===== src/sv/u2u_pkg.sv =====
// shared types, codes and constants for the utf-8 to utf-16 stream decoder
package u2u_pkg;

  // result status codes
  typedef enum logic [1:0] {
    ST_OK       = 2'd0,
    ST_INVALID  = 2'd1,
    ST_TRUNC    = 2'd2,
    ST_CAPACITY = 2'd3
  } status_t;

  // register map
  localparam int unsigned REG_W       = 32;
  localparam int unsigned ADDR_W      = 3;
  localparam logic        REG_OUT_CAP = 1'b0;
  localparam logic [15:0] CAP_RESET   = 16'hFFFF;

  // byte class masks and patterns
  localparam logic [7:0] MASK_ASCII = 8'h80;
  localparam logic [7:0] MASK_LEAD2 = 8'hE0;
  localparam logic [7:0] PAT_LEAD2  = 8'hC0;
  localparam logic [7:0] MASK_LEAD3 = 8'hF0;
  localparam logic [7:0] PAT_LEAD3  = 8'hE0;
  localparam logic [7:0] MASK_CONT  = 8'hC0;
  localparam logic [7:0] PAT_CONT   = 8'h80;

  typedef struct packed {
    logic [7:0] byte_in;
    logic       first_byte;
    logic       last_byte;
  } in_word_t;

  typedef struct packed {
    logic [15:0] code_unit;
    logic        unit_valid;
    logic        done_res;
    status_t     status;
    logic [15:0] unit_count;
  } out_word_t;

  typedef struct packed {
    logic [15:0] partial_value;
    logic [1:0]  bytes_pending;
    logic        stopped;
    logic [15:0] units_emitted;
  } dec_state_t;

endpackage


===== src/sv/u2u_cfg.sv =====
// apb-style configuration register block holding the output capacity
module u2u_cfg (
  input  logic                        clk,
  input  logic                        rst_n,
  input  logic                        psel,
  input  logic                        penable,
  input  logic                        pwrite,
  input  logic [u2u_pkg::ADDR_W-1:0]  paddr,
  input  logic [u2u_pkg::REG_W-1:0]   pwdata,
  output logic [u2u_pkg::REG_W-1:0]   prdata,
  output logic                        pready,
  output logic [15:0]                 capacity
);

  logic [15:0] cap_r;
  logic [15:0] cap_nxt;
  logic        wr_en;
  logic        reg_idx;

  assign pready  = 1'b1;
  assign reg_idx = paddr[u2u_pkg::ADDR_W-1];
  assign wr_en   = psel && penable && pwrite && pready;

  always_comb begin
    cap_nxt = cap_r;
    if (wr_en && (reg_idx == u2u_pkg::REG_OUT_CAP)) begin
      cap_nxt = pwdata[15:0];
    end
  end

  always_ff @(posedge clk) begin
    if (!rst_n) begin
      cap_r <= u2u_pkg::CAP_RESET;
    end else begin
      cap_r <= cap_nxt;
    end
  end

  always_comb begin
    prdata = '0;
    if (reg_idx == u2u_pkg::REG_OUT_CAP) begin
      prdata = {{(u2u_pkg::REG_W-16){1'b0}}, cap_r};
    end
  end

  assign capacity = cap_r;

endmodule


===== src/sv/u2u_step.sv =====
// combinational decode of one byte against the current string state
module u2u_step (
  input  u2u_pkg::in_word_t   item,
  input  u2u_pkg::dec_state_t cur,
  input  logic [15:0]         capacity,
  output u2u_pkg::dec_state_t nxt,
  output u2u_pkg::out_word_t  res,
  output logic                res_valid
);

  logic [7:0] b;
  logic       valid;
  logic       done;
  logic [15:0] unit;
  u2u_pkg::status_t st;
  u2u_pkg::dec_state_t s;

  assign b = item.byte_in;

  always_comb begin
    s     = cur;
    valid = 1'b0;
    done  = 1'b0;
    unit  = '0;
    st    = u2u_pkg::ST_OK;

    // first mark clears the string and restarts decoding
    if (item.first_byte) begin
      s.partial_value = '0;
      s.bytes_pending = '0;
      s.units_emitted = '0;
      s.stopped       = 1'b0;
    end

    if (!s.stopped) begin
      if (s.bytes_pending == 2'd0) begin
        if (s.units_emitted >= capacity) begin
          done = 1'b1;
          st   = u2u_pkg::ST_CAPACITY;
        end else if ((b & u2u_pkg::MASK_ASCII) == 8'h00) begin
          unit  = {8'h00, b};
          valid = 1'b1;
        end else if ((b & u2u_pkg::MASK_LEAD2) == u2u_pkg::PAT_LEAD2) begin
          s.partial_value = {5'b0, b[4:0], 6'b0};
          s.bytes_pending = 2'd1;
        end else if ((b & u2u_pkg::MASK_LEAD3) == u2u_pkg::PAT_LEAD3) begin
          s.partial_value = {b[3:0], 12'b0};
          s.bytes_pending = 2'd2;
        end else begin
          done = 1'b1;
          st   = u2u_pkg::ST_INVALID;
        end
      end else if ((b & u2u_pkg::MASK_CONT) != u2u_pkg::PAT_CONT) begin
        done = 1'b1;
        st   = u2u_pkg::ST_INVALID;
      end else if (s.bytes_pending == 2'd2) begin
        s.partial_value = s.partial_value | {4'b0, b[5:0], 6'b0};
        s.bytes_pending = 2'd1;
      end else begin
        unit            = s.partial_value | {10'b0, b[5:0]};
        valid           = 1'b1;
        s.bytes_pending = 2'd0;
        s.partial_value = '0;
      end

      if (valid) begin
        s.units_emitted = s.units_emitted + 16'd1;
      end

      if (!done && item.last_byte) begin
        done = 1'b1;
        st   = (s.bytes_pending != 2'd0) ? u2u_pkg::ST_TRUNC : u2u_pkg::ST_OK;
      end

      if (done) begin
        s.stopped       = 1'b1;
        s.bytes_pending = '0;
        s.partial_value = '0;
      end
    end
  end

  assign nxt            = s;
  assign res_valid      = valid || done;
  assign res.code_unit  = unit;
  assign res.unit_valid = valid;
  assign res.done_res   = done;
  assign res.status     = st;
  assign res.unit_count = s.units_emitted;

endmodule


===== src/sv/u2u_core.sv =====
// input register, string state, decode step and result register
module u2u_core (
  input  logic               clk,
  input  logic               rst_n,
  input  logic               in_valid,
  output logic               in_stall,
  input  u2u_pkg::in_word_t  in_data,
  output logic               out_valid,
  input  logic               out_stall,
  output u2u_pkg::out_word_t out_data,
  input  logic [15:0]        capacity
);

  logic                s1_valid_r;
  logic                s1_valid_nxt;
  u2u_pkg::in_word_t   s1_data_r;
  u2u_pkg::dec_state_t state_r;
  u2u_pkg::dec_state_t state_nxt;
  u2u_pkg::dec_state_t step_state;
  u2u_pkg::out_word_t  step_res;
  logic                step_res_valid;
  logic                out_valid_r;
  logic                out_valid_nxt;
  u2u_pkg::out_word_t  out_data_r;
  logic                out_free;
  logic                advance;
  logic                in_take;

  u2u_step u_step (
    .item      (s1_data_r),
    .cur       (state_r),
    .capacity  (capacity),
    .nxt       (step_state),
    .res       (step_res),
    .res_valid (step_res_valid)
  );

  // a word with no result may move on even while the result register is held
  assign out_free = !out_valid_r || !out_stall;
  assign advance  = s1_valid_r && (out_free || !step_res_valid);
  assign in_stall = s1_valid_r && !advance;
  assign in_take  = in_valid && !in_stall;

  always_comb begin
    s1_valid_nxt = s1_valid_r;
    if (in_take) begin
      s1_valid_nxt = 1'b1;
    end else if (advance) begin
      s1_valid_nxt = 1'b0;
    end
    state_nxt = advance ? step_state : state_r;
    out_valid_nxt = out_valid_r && out_stall;
    if (advance && step_res_valid) begin
      out_valid_nxt = 1'b1;
    end
  end

  always_ff @(posedge clk) begin
    if (!rst_n) begin
      s1_valid_r            <= 1'b0;
      out_valid_r           <= 1'b0;
      state_r.partial_value <= '0;
      state_r.bytes_pending <= '0;
      state_r.stopped       <= 1'b1;
      state_r.units_emitted <= '0;
    end else begin
      s1_valid_r  <= s1_valid_nxt;
      out_valid_r <= out_valid_nxt;
      state_r     <= state_nxt;
    end
  end

  always_ff @(posedge clk) begin
    if (in_take) begin
      s1_data_r <= in_data;
    end
    if (advance && step_res_valid) begin
      out_data_r <= step_res;
    end
  end

  assign out_valid = out_valid_r;
  assign out_data  = out_data_r;

  a_no_pending3 : assert property (@(posedge clk) disable iff (!rst_n)
    state_r.bytes_pending != 2'd3)
    else $error("three continuation bytes pending");

  a_done_stops : assert property (@(posedge clk) disable iff (!rst_n)
    advance && step_res_valid && step_res.done_res |=> state_r.stopped)
    else $error("decoder not stopped after done");

  a_stopped_idle : assert property (@(posedge clk) disable iff (!rst_n)
    state_r.stopped |-> (state_r.bytes_pending == 2'd0) && (state_r.partial_value == 16'd0))
    else $error("stopped with a partial sequence");

  a_status_done : assert property (@(posedge clk) disable iff (!rst_n)
    out_valid_r && !out_data_r.done_res |-> out_data_r.status == u2u_pkg::ST_OK)
    else $error("status set without done");

  a_unit_zero : assert property (@(posedge clk) disable iff (!rst_n)
    out_valid_r && !out_data_r.unit_valid |-> out_data_r.code_unit == 16'd0)
    else $error("code unit nonzero without a unit");

  a_result_lands : assert property (@(posedge clk) disable iff (!rst_n)
    advance && step_res_valid |=> out_valid_r)
    else $error("result lost on its way to the output");

endmodule


===== src/sv/utf8_to_utf16_stream_decoder.sv =====
// top level of the utf-8 to utf-16 stream decoder
//
//  channel | ports                              | moves
//  --------+------------------------------------+----------------------------------
//  in      | in_valid, in_stall, in_data        | one utf-8 byte with first/last marks
//  out     | out_valid, out_stall, out_data     | one result word: unit and/or done
//  cfg     | psel penable pwrite paddr pwdata   | output_capacity at byte addresses 0 to 3
//          | prdata pready                      |
//
// one input word per clock sustained while no held result blocks it; a word waits in the input
// register, is decoded against the string state on the way to the result
// register and can be taken at the out port from there.
// rst_n is synchronous, active low: the decoder waits for a first mark and the
// capacity returns to 65535.
// a held result stalls only words that produce a result; words with none pass.
// a write to any address other than the capacity register is ignored.
module utf8_to_utf16_stream_decoder (
  input  logic                        clk,
  input  logic                        rst_n,
  // input byte channel
  input  logic                        in_valid,
  output logic                        in_stall,
  input  u2u_pkg::in_word_t           in_data,
  // result channel
  output logic                        out_valid,
  input  logic                        out_stall,
  output u2u_pkg::out_word_t          out_data,
  // configuration port
  input  logic                        psel,
  input  logic                        penable,
  input  logic                        pwrite,
  input  logic [u2u_pkg::ADDR_W-1:0]  paddr,
  input  logic [u2u_pkg::REG_W-1:0]   pwdata,
  output logic [u2u_pkg::REG_W-1:0]   prdata,
  output logic                        pready
);

  // capacity value; the user must keep the decoder idle during writes, the block does not enforce it
  logic [15:0] capacity;

  u2u_cfg u_cfg (
    .clk      (clk),
    .rst_n    (rst_n),
    .psel     (psel),
    .penable  (penable),
    .pwrite   (pwrite),
    .paddr    (paddr),
    .pwdata   (pwdata),
    .prdata   (prdata),
    .pready   (pready),
    .capacity (capacity)
  );

  // decoding datapath with its own input and result registers
  u2u_core u_core (
    .clk       (clk),
    .rst_n     (rst_n),
    .in_valid  (in_valid),
    .in_stall  (in_stall),
    .in_data   (in_data),
    .out_valid (out_valid),
    .out_stall (out_stall),
    .out_data  (out_data),
    .capacity  (capacity)
  );

endmodule


===== config.mk =====
export PLATFORM = sky130hd
export DESIGN_NAME = utf8_to_utf16_stream_decoder
export DESIGN_NICKNAME = d
export VERILOG_FILES = /design/src/sv/u2u_pkg.sv /design/src/sv/u2u_cfg.sv /design/src/sv/u2u_step.sv /design/src/sv/u2u_core.sv /design/src/sv/utf8_to_utf16_stream_decoder.sv
export SDC_FILE = /design/constraint.sdc
export NUM_CORES = 1
export LEC_CHECK = 0
export BUFFER_PORTS_ARGS = -buffer_cell sky130_fd_sc_hd__buf_4
export CORE_AREA = 5 5 111 113
export CTS_BUF_LIST = sky130_fd_sc_hd__clkbuf_4 sky130_fd_sc_hd__clkbuf_8 sky130_fd_sc_hd__clkbuf_16
export DETAILED_ROUTE_END_ITERATION = 8
export DIE_AREA = 0 0 116 118
export GPL_TIMING_DRIVEN = 0
export PLACE_DENSITY_LB_ADDON = 0.08
export SLEW_MARGIN = 30
export SYNTH_ARGS = -nofsm -noshare
export SYNTH_HDL_FRONTEND = slang
export SYNTH_SLANG_ARGS = --single-unit

===== constraint.sdc =====
create_clock -name clk -period 11.7 [get_ports clk]
set_clock_uncertainty 0.15 [all_clocks]
set_input_delay 2.34 -clock clk [delete_from_list [all_inputs] [get_ports clk]]
set_output_delay 2.34 -clock clk [all_outputs]
set_load 0.02 [all_outputs]

# After elaboration in Yosys (flattened, before gate mapping)
# Cells that the tools add are included.
word_totals:
  output_inout_bits: 71
  mem_bits_ro: 0
  inputBits: 52
  latch_bits: 0
  reg_bits: 99
  mem_count: 0
  ramBits: 0
classes:
  add_sub_neg: 1
  div_mod_pow: 0
  multipliers: 0
  n_shift: 0
  n_mux: 46
  magnitude_cmp: 1
  bitwise: 3
  reduce_logical: 22
  n_eq_ne: 4
ops:
  columns: ["cell", "count"]
  rows:
  - ["18-bit 2-to-1 mux", 8]
  - ["16-bit 2-to-1 mux", 5]
  - ["35-bit 2-to-1 mux", 2]
  - ["1-bit 2-to-1 mux", 24]
  - ["19-bit 2-to-1 mux", 1]
  - ["16-bit by 1-bit adder with 16-bit output (second input constant)", 1]
  - ["16-bit greater-or-equal comparator", 1]
  - ["8-bit 2-to-1 mux", 2]
  - ["16-bit by 12-bit OR with 16-bit output", 1]
  - ["16-bit by 6-bit OR with 16-bit output", 1]
  - ["1-bit logical AND", 9]
  - ["8-bit logical NOT", 1]
  - ["2-bit 2-to-1 mux", 4]
  - ["1-bit logical NOT", 6]
  - ["4-bit == test (second input constant)", 1]
  - ["2-bit nonzero test", 2]
  - ["3-bit == test (second input constant)", 1]
  - ["1-bit logical OR", 3]
  - ["2-bit == test (second input constant)", 1]
  - ["2-bit logical NOT", 1]
  - ["2-bit != test (second input constant)", 1]
  - ["1-bit NOT", 1]

# Logic depth before layout (Yosys ltp)
depth:
  word_depth: 21
  ltp_mapped: 14
  ltp_nobuf: 12

# By module
# Synthesis repeated with hierarchy kept, for this count alone.
unflattened:
  hier_cells: 594
  hier_area_um2: 5705.5
modules_own_cells:
  columns: ["module", "n_inst", "seq_area_each_um2", "cells_per_inst", "area_each_um2"]
  rows:
  - ["u2u_core", 1, 2122.0, 209, 2902.8]
  - ["u2u_step", 1, 0.0, 279, 1815.5]
  - ["u2u_cfg", 1, 320.3, 106, 987.2]

# Least setup slack after synthesis
# No wires, ideal clock.
synth_path:
  path_kind: "input-to-output"
  from: "input out_stall"
  to: "output in_stall"
  setup_slack_ps: 6104
  path_stages: 2
  t_arrival_ps: 3106
  required_ps: 9210
  path_cell_list: "nand2_1 > nor3_1"
synth_via:
  elab_chain_len: 6
synth_rtl:
  columns: ["element", "line", "rtl"]
  rows:
  - ["start, declared", "utf8_to_utf16_stream_decoder.sv:26", "input logic out_stall,"]
  - ["1-bit logical NOT", "u2u_core.sv:39", "assign out_free = !out_valid_r || !out_stall;"]
  - ["1-bit logical OR", "u2u_core.sv:39", null]
  - ["1-bit logical OR", "u2u_core.sv:40", "assign advance = s1_valid_r && (out_free || !step_res_valid);"]
  - ["1-bit logical AND", "u2u_core.sv:40", null]
  - ["1-bit logical NOT", "u2u_core.sv:41", "assign in_stall = s1_valid_r && !advance;"]
  - ["1-bit logical AND", "u2u_core.sv:41", null]
  - ["end, declared", "utf8_to_utf16_stream_decoder.sv:22", "output logic in_stall,"]
# No other way between the ends.

# Final worst setup path
layout_path:
  from: "register u_core.s1_data_r[1] in the netlist's numbering"
  to: "output in_stall"
layout_via:
  elab_chain_len: 16
  elab_cells_between_ends: 24
  classes_between: "order compare: 1; eq/ne: 1; mux: 13; reduce/logical: 9"
layout_rtl:
  columns: ["element", "line", "rtl"]
  rows:
  - ["start, declared", "u2u_core.sv:16", "u2u_pkg::in_word_t s1_data_r;"]
  - ["start signal, assigned", "u2u_core.sv:75", "s1_data_r <= in_data;"]
  - ["35-bit 2-to-1 mux *", "u2u_step.sv:28", "if (item.first_byte) begin"]
  - ["16-bit greater-or-equal comparator", "u2u_step.sv:37", "if (s.units_emitted >= capacity) begin"]
  - ["1-bit 2-to-1 mux", "u2u_step.sv:37", null]
  - ["1-bit 2-to-1 mux", "u2u_step.sv:36", "if (s.bytes_pending == 2'd0) begin"]
  - ["1-bit 2-to-1 mux", "u2u_step.sv:35", "if (!s.stopped) begin"]
  - ["1-bit logical NOT", "u2u_step.sv:70", "if (!done && item.last_byte) begin"]
  - ["1-bit logical AND", "u2u_step.sv:70", null]
  - ["1-bit 2-to-1 mux", "u2u_step.sv:70", null]
  - ["1-bit 2-to-1 mux (2 in a row)", "u2u_step.sv:35", null]
  - ["1-bit logical OR *", "u2u_step.sv:84", "assign res_valid = valid || done;"]
  - ["1-bit logical NOT *", "u2u_core.sv:40", null]
  - ["1-bit logical OR *", "u2u_core.sv:40", null]
  - ["1-bit logical AND *", "u2u_core.sv:40", null]
  - ["1-bit logical NOT *", "u2u_core.sv:41", null]
  - ["1-bit logical AND *", "u2u_core.sv:41", null]
# Mark *: on every way between the ends. The rest lies on a longest branch, timed or not. The select of a mux whose other input is x is not followed.

==> flow_summary.ini <==
[run_status]
status = finished clean

[timing]
finalSetupViolCount = 0
finalCritPeriodShare_pct = 54.5
setup_ws_ns = 5.33
rsz0062_at_grt = no
fin_crit_ns = 6.37
hold-worst-slack_ns = 0.316
maxSlewViolCount = 0
fmax_mhz = 157
hold_viol_final = 0
tightest_slew_ns = 0.857
tns_ns = 0
slew_headroom_pct = 42.7

[power_and_ir_drop]
power_density_nw_per_um2 = 122
p_leak_nw = 2.67
ir_worst_vdd_uv = 82.2

[synthesis]
avgSynthCellArea_um2 = 10.3
ys_ff_latch = 99
yosys-top-cells-count = 53 x dfxtp_1, 46 x edfxtp_1, 41 x nand2_1, 41 x nor2_1, 24 x nor2b_1
synth_warnings = 0
yosysTopAreaCell = edfxtp_1
yosys-top-cells-area = edfxtp_1 28%, dfxtp_1 21%, ha_1 4.1%
synth.most_common_cell = dfxtp_1
ys_seq_area_share_pct = 49.5
synthCells = 481
ys_async_sr_fraction_pct = 0
synth_edf_count = 46
synth.distinct_cells = 73
synth_top_area_share_pct = 28.0
ys.flop_type = dfxtp_1
syn_area_um2 = 4940

[clocking]
cts.repair.resized = 0
cts_max_level = 3
cts_buffer_depth = 2
postCtsSetupBuffers = 0
cts_root_buf = clkbuf_16
hold_buffers = 0
cts.sinks = 99
clk_latency_ns = 0.34
tritoncts = done
clk_pin_slew_worst_paths_ns = 0.07
cts_buffers = 9

[layout]
drive_above_1_share_pct = 24.5
fin_cells = 742
nets = 662
n_fill_cell = 1058
fin_util_pct = 54.7
synthToLayoutAreaGrowth_pct = 24.3
antennaDiodeCount = 0

[worst_setup_path]
path_max_fanout = 10
arrival_ns = 3.88
cp.required_ns = 9.21
path_class = flop to output port
timing.critical_path.from_type = flop
crit_path_end_kind = output port

[floorplanning]
placementRows = 39
pin_count = 123
die_x_um = 116
start_util_pct = 44.0
die_y_um = 118
core-area_um2 = 11200
dieArea_um2 = 13700

[drt]
drc_errors = 0
wl_um = 11900
vias = 3856
antenna_left = 0
dr.first_iter.drc_count = 274
wl_per_cell_um = 16.1
dr.pass1.iters = 5
vias_per_cell = 5.20

[global_routing]
antenna_found_initial = 0
grtUsageTotal_pct = 17.8
grt_max_degree = 24
gr-total-overflow = 0
grt_pass1_wl_um = 19500
first_global_vias = 3893

[placement]
port_buffers = 86
place_inst = 726
place_hpwl_um = 9080
post-place-ws_ns = 5.74
finalWeightedCongestion = 0.874

[flow_run]
max_cap_viol_count = 0

[hold_path]
hp-class = flop to flop
==> cell families after synthesis <==
logic type,after synthesis,synth area share [%]
mux,8,1.65
other cells,2,0.152
fa+ha+maj,16,4.05
simple gates,179,19.8
xor+xnor,12,2.13
compound gates,104,16.3
buf+inv,61,6.44
flops,99,49.5
==> metrics by stage <==
| stage | power [mW] | instance area (um^2) |
|---|---|---|
| 6_report | 0.747 | 6140 |
| 5_1_grt | 0.777 | 6140 |
| 4_1_cts | 0.752 | 6140 |
| 3_5_place_dp | 0.472 | 5850 |
| 3_3_place_gp | 0.470 | 5820 |
| 2_1_floorplan | 0.437 | 4990 |
==> path summary, 6_finish.rpt <==
check	end	startpoint	cells past startpoint	slack (ns)
worst max register to register	u_core.out_data[9]$_DFFE_PP_	u_core.s1_data_r[1]$_DFFE_PP_	13	7.08
worst max-delay path	in_stall	u_core.s1_data_r[1]$_DFFE_PP_	13	5.33
worst min register to register	u_core.state_r[22]$_SDFFE_PN0P_	u_core.state_r[22]$_SDFFE_PN0P_	1	0.32
worst min-delay path	u_core.state_r[22]$_SDFFE_PN0P_	u_core.state_r[22]$_SDFFE_PN0P_	1	0.32
==> area by class of cell <==
class / instances / area (um^2) / area share, %
plain buffers: 38 / 231 / 3.77
clock buffers: 9 / 225 / 3.67
repair buffers: 87 / 673 / 11.0
inverters: 23 / 86.3 / 1.41
well taps: 143 / 179 / 2.91
clock inverters: 7 / 58.8 / 0.958
flip-flops and latches: 99 / 2440 / 39.8
multi-input cells: 336 / 2240 / 36.5
==> placed cells by master (no fill, tap or decap), types with 5 or more instances in the layout <==
cell type  Yosys  final
clkbuf_16      0      9
a21oi_1       10     10
and3_1        14     14
o21ai_0       20     20
conb_1         2     17
nand3_1        7      7
mux2i_1        7      7
nand2_1       41     41
ha_1          16     16
nor2_1        41     41
dfxtp_1       53     53
inv_1         22     22
xnor2_1        6      6
buf_4         17    103
a22o_1         8      8
o211ai_1      15     15
nand4_1        5      5
nand2b_1       6      6
nor2b_1       24     23
clkbuf_1      16     16
edfxtp_1      46     46
xor2_1         6      6
and2_1        10     10
a22oi_1        6      6
nor3_1         6      6
==> power breakdown <==
group          switching [mW]  internal [mW]  total, mW  leakage [nW]
Clock                   0.134          0.148      0.282         0.139
Combinational          0.0511         0.0359     0.0869          1.66
Sequential            0.00591          0.372      0.378         0.870
==> per-layer routing <==
metal | vias up | part of all wire (%) | track usage, %
li1 | 1928 | - | -
met1 | 1825 | 48 | 25.9
met2 | 92 | 46 | 27.3
met3 | 11 | 4.8 | 2.31
met4 | 0 | 1.5 | 5.80
met5 | - | 0 | 0
==> critical path, cell delays in order, from the launching register on <==
cell	delay, ns
edfxtp_1	0.35
buf_6	0.16
clkbuf_1	0.44
nand2b_1	0.27
inv_1	0.07
ha_1	0.26
and4_1	0.17
o21ai_0	0.10
o311a_4	0.42
o211a_4	0.28
nor2_2	0.26
a21oi_1	0.19
nor3_1	0.34
buf_4	0.22
==> flip-flops by register name (all words and copies together) (netlist names) <==
register / cells
u_core.s1_data_r: 10
u_core.out_data: 36
u_core.out_valid: 1
u_core.s1_valid_r: 1
u_core.state_r: 35
u_cfg.capacity: 16
No activity file was read; power rests on OpenSTA's default activity.
